--- src/design/cqs_pkg.sv ---
// Shared constants, types and a helper function for the circular queue with search.
`timescale 1ns / 1ps

package cqs_pkg;

	// Ring geometry: DEPTH slots, one always left empty.
	localparam int DEPTH = 16;
	localparam int IDX_W = (DEPTH > 1) ? $clog2(DEPTH) : 1;
	localparam int VAL_W = 32;

	typedef logic [IDX_W-1:0] idx_t;
	typedef logic signed [VAL_W-1:0] val_t;

	// Request codes.
	localparam logic [1:0] REQ_ENQ  = 2'd0;
	localparam logic [1:0] REQ_DEQ  = 2'd1;
	localparam logic [1:0] REQ_SRCH = 2'd2;

	// Status codes.
	localparam logic [1:0] STAT_DONE  = 2'd0;
	localparam logic [1:0] STAT_FULL  = 2'd1;
	localparam logic [1:0] STAT_EMPTY = 2'd2;

	// Sequencer states.
	typedef enum logic [3:0] {
		ST_IDLE  = 4'b0001,
		ST_FETCH = 4'b0010,
		ST_SCAN  = 4'b0100,
		ST_RESP  = 4'b1000
	} state_t;

	// One result item as it travels from the sequencer to the output register.
	typedef struct packed {
		logic [1:0] status;
		logic       found;
		val_t       front_value;
		val_t       back_value;
		logic       is_empty;
		logic       is_full;
	} res_t;

	// Advance a ring index by one slot, wrapping at DEPTH.
	function automatic idx_t idx_next(input idx_t i);
		idx_t r;
		if (i == idx_t'(DEPTH - 1)) begin
			r = '0;
		end else begin
			r = i + idx_t'(1);
		end
		return r;
	endfunction

endpackage

--- src/design/cqs_ram.sv ---
// Simple dual-port synchronous RAM with one write port and a registered read port.
`timescale 1ns / 1ps

module cqs_ram #(
	parameter int RAM_DEPTH = 16,
	parameter int RAM_WIDTH = 32,
	parameter int ADDR_W    = (RAM_DEPTH > 1) ? $clog2(RAM_DEPTH) : 1
) (
	input  logic                 clk,
	input  logic                 we,
	input  logic [ADDR_W-1:0]    waddr,
	input  logic [RAM_WIDTH-1:0] wdata,
	input  logic [ADDR_W-1:0]    raddr,
	output logic [RAM_WIDTH-1:0] rdata
);

	logic [RAM_WIDTH-1:0] mem [RAM_DEPTH];
	logic [RAM_WIDTH-1:0] rdata_q;

	// Write port.
	always_ff @(posedge clk) begin
		if (we) begin
			mem[waddr] <= wdata;
		end
	end

	// Registered read port.
	always_ff @(posedge clk) begin
		rdata_q <= mem[raddr];
	end

	assign rdata = rdata_q;

endmodule

--- src/design/cqs_ctrl.sv ---
// Sequencer that keeps the ring indices and runs enqueue, dequeue and search.
`timescale 1ns / 1ps

module cqs_ctrl import cqs_pkg::*; (
	input  logic       clk,
	input  logic       arst_n,
	input  logic       in_valid,
	output logic       in_ready,
	input  logic [1:0] req_type,
	input  val_t       value,
	output logic       res_valid,
	input  logic       res_ready,
	output res_t       res,
	output logic       mem_we,
	output idx_t       mem_waddr,
	output val_t       mem_wdata,
	output idx_t       mem_raddr,
	input  val_t       mem_rdata
);

	state_t     state_q;
	idx_t       head_q;
	idx_t       tail_q;
	idx_t       ptr_q;
	val_t       val_q;
	val_t       front_q;
	val_t       back_q;
	logic [1:0] status_q;
	logic       found_q;

	logic in_fire;
	logic ring_empty;
	logic ring_full;
	idx_t head_nxt;
	idx_t ptr_nxt;

	assign in_fire    = in_valid && in_ready;
	assign ring_empty = (head_q == tail_q);
	assign ring_full  = (idx_next(tail_q) == head_q);
	assign head_nxt   = idx_next(head_q);
	assign ptr_nxt    = idx_next(ptr_q);

	assign in_ready  = (state_q == ST_IDLE);
	assign res_valid = (state_q == ST_RESP);

	// Memory write: an accepted enqueue on a ring that is not full.
	assign mem_we    = in_fire && (req_type == REQ_ENQ) && !ring_full;
	assign mem_waddr = tail_q;
	assign mem_wdata = value;

	// Memory read: the next scan slot, the new head for a dequeue, else the head.
	always_comb begin
		if (state_q == ST_SCAN) begin
			mem_raddr = ptr_nxt;
		end else if (req_type == REQ_DEQ) begin
			mem_raddr = head_nxt;
		end else begin
			mem_raddr = head_q;
		end
	end

	// Control state and ring indices.
	always_ff @(posedge clk or negedge arst_n) begin
		if (!arst_n) begin
			state_q <= ST_IDLE;
			head_q  <= '0;
			tail_q  <= '0;
		end else begin
			case (state_q)
				ST_IDLE: begin
					if (in_fire) begin
						case (req_type)
							REQ_ENQ: begin
								if (!ring_full) begin
									tail_q <= idx_next(tail_q);
								end
								state_q <= ST_RESP;
							end
							REQ_DEQ: begin
								if (ring_empty) begin
									state_q <= ST_RESP;
								end else begin
									head_q <= head_nxt;
									state_q <= (head_nxt == tail_q) ? ST_RESP : ST_FETCH;
								end
							end
							REQ_SRCH: begin
								state_q <= ring_empty ? ST_RESP : ST_SCAN;
							end
							default: begin
								state_q <= ST_RESP;
							end
						endcase
					end
				end
				ST_FETCH: begin
					state_q <= ST_RESP;
				end
				ST_SCAN: begin
					if ((mem_rdata == val_q) || (ptr_nxt == tail_q)) begin
						state_q <= ST_RESP;
					end
				end
				ST_RESP: begin
					if (res_ready) begin
						state_q <= ST_IDLE;
					end
				end
				default: begin
					state_q <= ST_IDLE;
				end
			endcase
		end
	end

	// Payload registers: request value, scan pointer, cached front and back, result.
	always_ff @(posedge clk) begin
		case (state_q)
			ST_IDLE: begin
				if (in_fire) begin
					val_q    <= value;
					ptr_q    <= head_q;
					found_q  <= 1'b0;
					status_q <= STAT_DONE;
					case (req_type)
						REQ_ENQ: begin
							if (ring_full) begin
								status_q <= STAT_FULL;
							end else begin
								back_q <= value;
								if (ring_empty) begin
									front_q <= value;
								end
							end
						end
						REQ_DEQ: begin
							if (ring_empty) begin
								status_q <= STAT_EMPTY;
							end
						end
						default: begin
						end
					endcase
				end
			end
			ST_FETCH: begin
				front_q <= mem_rdata;
			end
			ST_SCAN: begin
				if (mem_rdata == val_q) begin
					found_q <= 1'b1;
				end else begin
					ptr_q <= ptr_nxt;
				end
			end
			default: begin
			end
		endcase
	end

	// Result fields; front and back read as zero on an empty ring.
	always_comb begin
		res.status      = status_q;
		res.found       = found_q;
		res.front_value = ring_empty ? val_t'(0) : front_q;
		res.back_value  = ring_empty ? val_t'(0) : back_q;
		res.is_empty    = ring_empty;
		res.is_full     = ring_full;
	end

	// The block never takes an item while a result is pending.
	a_no_accept_in_resp: assert property (@(posedge clk) disable iff (!arst_n)
		!(in_ready && res_valid))
		else $error("input ready while a result is pending");

	// An accepted item closes the input side on the next cycle.
	a_accept_closes: assert property (@(posedge clk) disable iff (!arst_n)
		in_fire |=> !in_ready)
		else $error("input still ready after an accepted item");

	// The tail moves only on an accepted enqueue.
	a_tail_moves_on_enq: assert property (@(posedge clk) disable iff (!arst_n)
		!(in_fire && (req_type == REQ_ENQ)) |=> $stable(tail_q))
		else $error("tail moved without an enqueue");

	// The head moves only on an accepted dequeue.
	a_head_moves_on_deq: assert property (@(posedge clk) disable iff (!arst_n)
		!(in_fire && (req_type == REQ_DEQ)) |=> $stable(head_q))
		else $error("head moved without a dequeue");

	// A scan never reaches the tail slot.
	a_scan_in_range: assert property (@(posedge clk) disable iff (!arst_n)
		(state_q == ST_SCAN) |-> (ptr_q != tail_q))
		else $error("scan pointer reached the tail");

endmodule

--- src/design/circular_queue_with_search.sv ---
// Top level of the circular queue with search: sequencer, entry memory and output register.
`timescale 1ns / 1ps

// Usage:
// Requests come in on the input channel (in_valid, in_ready, req_type, value):
// enqueue, dequeue or search. Each request gives exactly one result item on
// the output channel (out_valid, out_ready, status, found, front_value,
// back_value, is_empty, is_full), in request order.
// The ring holds up to DEPTH-1 values in a synchronous entry memory; front
// and back values are kept in registers beside it.
// Steps per item while the output register is free: an enqueue, a rejected
// enqueue, an empty dequeue or an empty search goes straight to its result;
// a dequeue that leaves entries first does one memory read to fetch the new front
// value; a search compares one entry per cycle, set by the single memory read
// port that the scan walks head to tail.
// The next item is accepted the cycle after the result moves into the
// output register, so it can be taken while that result waits there.
// Reset empties the ring: head and tail go to zero and no result is pending.
// When the receiver stalls, the result holds in the output register and the
// sequencer holds the following result; input is then refused.

module circular_queue_with_search import cqs_pkg::*; (
	input  logic       clk,
	input  logic       arst_n,
	input  logic       in_valid,
	output logic       in_ready,
	input  logic [1:0] req_type,
	input  val_t       value,
	output logic       out_valid,
	input  logic       out_ready,
	output logic [1:0] status,
	output logic       found,
	output val_t       front_value,
	output val_t       back_value,
	output logic       is_empty,
	output logic       is_full
);

	logic res_valid;
	logic res_ready;
	res_t res;
	logic mem_we;
	idx_t mem_waddr;
	val_t mem_wdata;
	idx_t mem_raddr;
	val_t mem_rdata;
	logic out_valid_q;
	res_t out_q;

	cqs_ctrl u_ctrl (
		.clk       (clk),
		.arst_n    (arst_n),
		.in_valid  (in_valid),
		.in_ready  (in_ready),
		.req_type  (req_type),
		.value     (value),
		.res_valid (res_valid),
		.res_ready (res_ready),
		.res       (res),
		.mem_we    (mem_we),
		.mem_waddr (mem_waddr),
		.mem_wdata (mem_wdata),
		.mem_raddr (mem_raddr),
		.mem_rdata (mem_rdata)
	);

	cqs_ram #(
		.RAM_DEPTH (DEPTH),
		.RAM_WIDTH (VAL_W),
		.ADDR_W    (IDX_W)
	) u_ram (
		.clk   (clk),
		.we    (mem_we),
		.waddr (mem_waddr),
		.wdata (mem_wdata),
		.raddr (mem_raddr),
		.rdata (mem_rdata)
	);

	// Output register takes a result when empty or being drained.
	assign res_ready = !out_valid_q || out_ready;

	always_ff @(posedge clk or negedge arst_n) begin
		if (!arst_n) begin
			out_valid_q <= 1'b0;
		end else if (res_ready) begin
			out_valid_q <= res_valid;
		end
	end

	always_ff @(posedge clk) begin
		if (res_valid && res_ready) begin
			out_q <= res;
		end
	end

	assign out_valid   = out_valid_q;
	assign status      = out_q.status;
	assign found       = out_q.found;
	assign front_value = out_q.front_value;
	assign back_value  = out_q.back_value;
	assign is_empty    = out_q.is_empty;
	assign is_full     = out_q.is_full;

endmodule
--- config.mk ---
export PLATFORM = sky130hd
export DESIGN_NAME = circular_queue_with_search
export DESIGN_NICKNAME = d
export VERILOG_FILES = /design/src/design/cqs_pkg.sv /design/src/design/cqs_ram.sv /design/src/design/cqs_ctrl.sv /design/src/design/circular_queue_with_search.sv
export SDC_FILE = /design/constraint.sdc
export NUM_CORES = 1
export LEC_CHECK = 0
export ABC_AREA = 1
export BUFFER_PORTS_ARGS = -buffer_cell sky130_fd_sc_hd__clkbuf_2
export CAP_MARGIN = 20
export CORE_MARGIN = 5
export CORE_UTILIZATION = 35
export CTS_BUF_LIST = sky130_fd_sc_hd__clkbuf_4
export DETAILED_ROUTE_END_ITERATION = 10
export HOLD_SLACK_MARGIN = 0.1
export MAX_ROUTING_LAYER = met4
export SLEW_MARGIN = 20
export SYNTH_ARGS = -nofsm -noshare
export SYNTH_HDL_FRONTEND = slang
export SYNTH_SLANG_ARGS = --single-unit
--- constraint.sdc ---
create_clock -name clk -period 5.23 [get_ports clk]
set_clock_uncertainty 0.15 [all_clocks]
set_input_delay 0.523 -clock clk [delete_from_list [all_inputs] [get_ports clk]]
set_output_delay 0.523 -clock clk [all_outputs]
set_load 0.05 [all_outputs]
==> impl_metrics.py <==
metrics = {
    "sta": {
        "setup_tns_ns": 0,
        "grt_setup_unrepaired": "false",
        "max_slew_margin": 0.274,
        "drv_slew": 0,
        "hold_ws_ns": 0.233,
        "hold_viol_final": 0,
        "min_period_ns": 3.65,
        "fmax_mhz": 274,
        "period_share": 0.698,
        "max_slew.worst_pin.slew_ns": 1.09,
        "finalSetupViolations": 0,
    },
    "detailed_routing": {
        "antenna_left": 0,
        "vias": 18800,
        "drc": 0,
        "drt_iter0_markers": 1433,
        "vias_per_cell": 4.74,
        "firstDrtPassIters": 5,
        "wl_um": 72900,
        "wl_per_cell_um": 18.4,
    },
    "setup_path": {
        "r2r_end": "u_ram.mem[11][27]$_DFFE_PP_",
        "end_kind": "register",
        "r2r_slack_ns": 1.58,
        "cp_num_buf_inv": 3,
        "cp.depth": 10,
        "reg2reg_from": "u_ctrl.mem_waddr[0]$_DFFE_PN0P_",
        "slowest_stage": "dfrtp_1",
        "setup.worst_path.class": "register to register",
        "crit_path_start_kind": "register",
        "crit_top_cell": "nand2_1",
        "critPathMaxFanout": 16,
        "reg2reg_depth": 10,
        "worstPathRequired_ns": 5.72,
        "arrival_ns": 4.14,
        "path_delay_family": "simple AND/OR/NAND/NOR gates",
        "slowest_delay_ns": 0.54,
        "path_cells": "inv_1, ha_1, xor2_1, nor3_1, nand2_1, nand2_1, clkinv_1, nand2_1, nor2_4, buf_4",
    },
    "min_path": {
        "hold_path_class": "primary input to register",
        "whs_endpoint": "out_valid$_DFFE_PN0P_",
        "worstHoldStart": "out_ready",
        "whs_path_depth": 5,
    },
    "global_route": {
        "grt_max_degree": 120,
        "grt_pass1_wl_um": 111000,
        "grtUsageTotal": 0.164,
        "grt-ovfl-total": 0,
        "antenna_found_initial": 10,
        "grt_pass1_vias": 18600,
    },
    "clock_tree": {
        "htree_levels": 4,
        "cts_resized": 0,
        "cts_tree": "built",
        "post_cts_buffers": 0,
        "cts_root_buf": "clkbuf_4",
        "path_clk_slew_ns": 0.08,
        "clockBufferDepth": 3,
        "cts.sinks": 729,
        "clk-insertion-delay-late_ns": 0.99,
        "cts_made_buffers": 175,
    },
    "yosys": {
        "syn_area_per_cell_um2": 12.5,
        "synthArstFlopShare": 0.0178,
        "ys.flop_type": "edfxtp_1",
        "synth_cells": 2404,
        "synth.area.mux_share": 0,
        "synth-compound-area-share": 0.0903,
        "synth_xor_area_frac": 0.00988,
        "synth_nets": 2451,
        "seq_area_frac_synth": 0.714,
        "synth_cell_type_count": 34,
        "synth_area_um2": 30100,
        "synth_warnings": 0,
        "synth_edf_count": 684,
        "synth_top_family_by_area": "simple AND/OR/NAND/NOR gates",
        "synth-simple-area-share": 0.113,
        "synth-seq-cells": 729,
        "synth_adder_area_share": 0.00374,
    },
    "floorplan": {
        "fp.dieW_um": 303,
        "dieArea_um2": 92000,
        "die_h_um": 303,
        "floorplan.initialDensity": 0.353,
        "coreArea_um2": 85300,
        "pin_count": 109,
        "row_count": 107,
    },
    "power": {
        "ir_drop_v": 0.000368,
        "p_leak_nw": 13.5,
        "p_per_area_nw_per_um2": 509,
    },
    "cells_and_area": {
        "fillerInstances": 7988,
        "final_cell_mix": "edfxtp_1, nand2_1, inv_1",
        "area_delta_synth_final_pct": 15.4,
        "drive_gt1_frac": 0.214,
        "stdcell_area_um2": 34800,
        "final_cells": 3953,
        "final_common_cell": "edfxtp_1",
        "nets": 2696,
    },
    "run": {
        "cap_viol_max_count": 0,
    },
    "place": {
        "globalplace.congestion": 0.800,
        "hpwl_um": 40300,
        "io_buffers": 108,
        "place_area_um2": 31900,
        "place_inst": 3576,
    },
    "status": {
        "status": "finished clean",
    },
}
[final cells by class]
class / count / area [µm²] / area share
tap: 1144 / 1430 / 0.0412
antenna: 10 / 25.0 / 0.000720
multi-input combinational: 1205 / 6690 / 0.192
clock inverter: 53 / 393 / 0.0113
timing repair buffer: 192 / 1360 / 0.0391
sequential: 729 / 21500 / 0.619
clock buffer: 274 / 2060 / 0.0592
inverter: 346 / 1300 / 0.0375
[worst max path at each step]
stage	from	end
after global placement	req_type[1]	u_ram.rdata[8]$_DFF_P_
after global routing	u_ctrl.mem_waddr[0]$_DFFE_PN0P_	u_ram.mem[12][31]$_DFFE_PP_
after floorplan	u_ctrl.state_q[0]$_DFFE_PN1P_	u_ram.mem[5][0]$_DFFE_PP_
final	u_ctrl.mem_waddr[0]$_DFFE_PN0P_	u_ram.mem[11][27]$_DFFE_PP_
after CTS	u_ctrl.mem_waddr[0]$_DFFE_PN0P_	u_ram.mem[15][11]$_DFFE_PP_
after detailed placement	req_type[1]	u_ram.rdata[8]$_DFF_P_
[cell usage after synthesis, types with 5 or more instances]
master	count	area (µm²)
xor2_1	6	52.6
clkbuf_1	40	150
inv_2	5	18.8
o21ai_1	35	175
dfrtp_1	12	300
o211ai_1	16	120
a21oi_1	108	541
nand3_1	231	1160
ha_1	9	113
nor3_1	11	55.1
buf_2	40	200
o211ai_2	115	1440
nand2_1	443	1660
edfxtp_1	684	20500
dfxtp_1	32	641
xnor2_1	28	245
buf_4	7	52.6
nor2_1	101	379
inv_1	340	1280
o21ai_0	86	430
buf_6	34	383
[stage by stage]
step                      setup slack, ns  utilization  total power, mW
after detailed placement             1.59        0.374             12.9
after floorplan                     0.134            -             11.6
final                                1.58        0.408             17.7
after global placement               1.62        0.374             12.8
after global routing                 1.41        0.408             18.9
after CTS                            1.57        0.407             17.9
[per-layer routing]
layer / track usage / part of all wire / wire length, µm
met3: 0.0414 / 0.065 / 4740
met5: - / 0 / 0
met1: 0.210 / 0.44 / 31800
met2: 0.259 / 0.48 / 35000
met4: 0.0521 / 0.019 / 1400
[kinds of logic (layout without fill, tap and decap cells)]
family / count (synthesis) / after routing
and+or+nand+nor: 800 / 800
DFF: 729 / 729
buffers and inverters: 470 / 865
AOI/OAI and AO/OA: 362 / 362
xor gates and xnor gates: 34 / 34
adders and majority gates: 9 / 9
other: 0 / 10
[timing repair]
action | 4_1_cts | 5_1_grt
hold buffers | 40 | 0
endpoints found under the setup margin | 0 | 0
endpoints found under the hold margin | 687 | 0
[sequential cells by signal (all words and copies together), names as in the netlist]
signal,count
back_value,32
found,1
front_value,32
is_empty,1
is_full,1
out_valid,1
status,2
u_ctrl.back_q,32
u_ctrl.found_q,1
u_ctrl.front_q,32
u_ctrl.head_q,4
u_ctrl.mem_waddr,4
u_ctrl.ptr_q,4
u_ctrl.state_q,4
u_ctrl.status_q,2
u_ctrl.val_q,32
u_ram.mem,512
u_ram.rdata,32
[worst register-to-register path, stage by stage, from the launching register on]
cell	delay (ns)
dfrtp_1	0.54
inv_1	0.22
ha_1	0.37
xor2_1	0.16
nor3_1	0.07
nand2_1	0.11
nand2_1	0.41
clkinv_1	0.19
nand2_1	0.22
nor2_4	0.45
buf_4	0.39
[power breakdown]
group          internal (mW)  total (mW)  switching [mW]
Combinational           1.66        5.49            3.83
Clock                   2.69        4.93            2.24
Sequential              6.97        7.28           0.310
Total                   11.3        17.7            6.38
(Power assumes the default switching activity.)
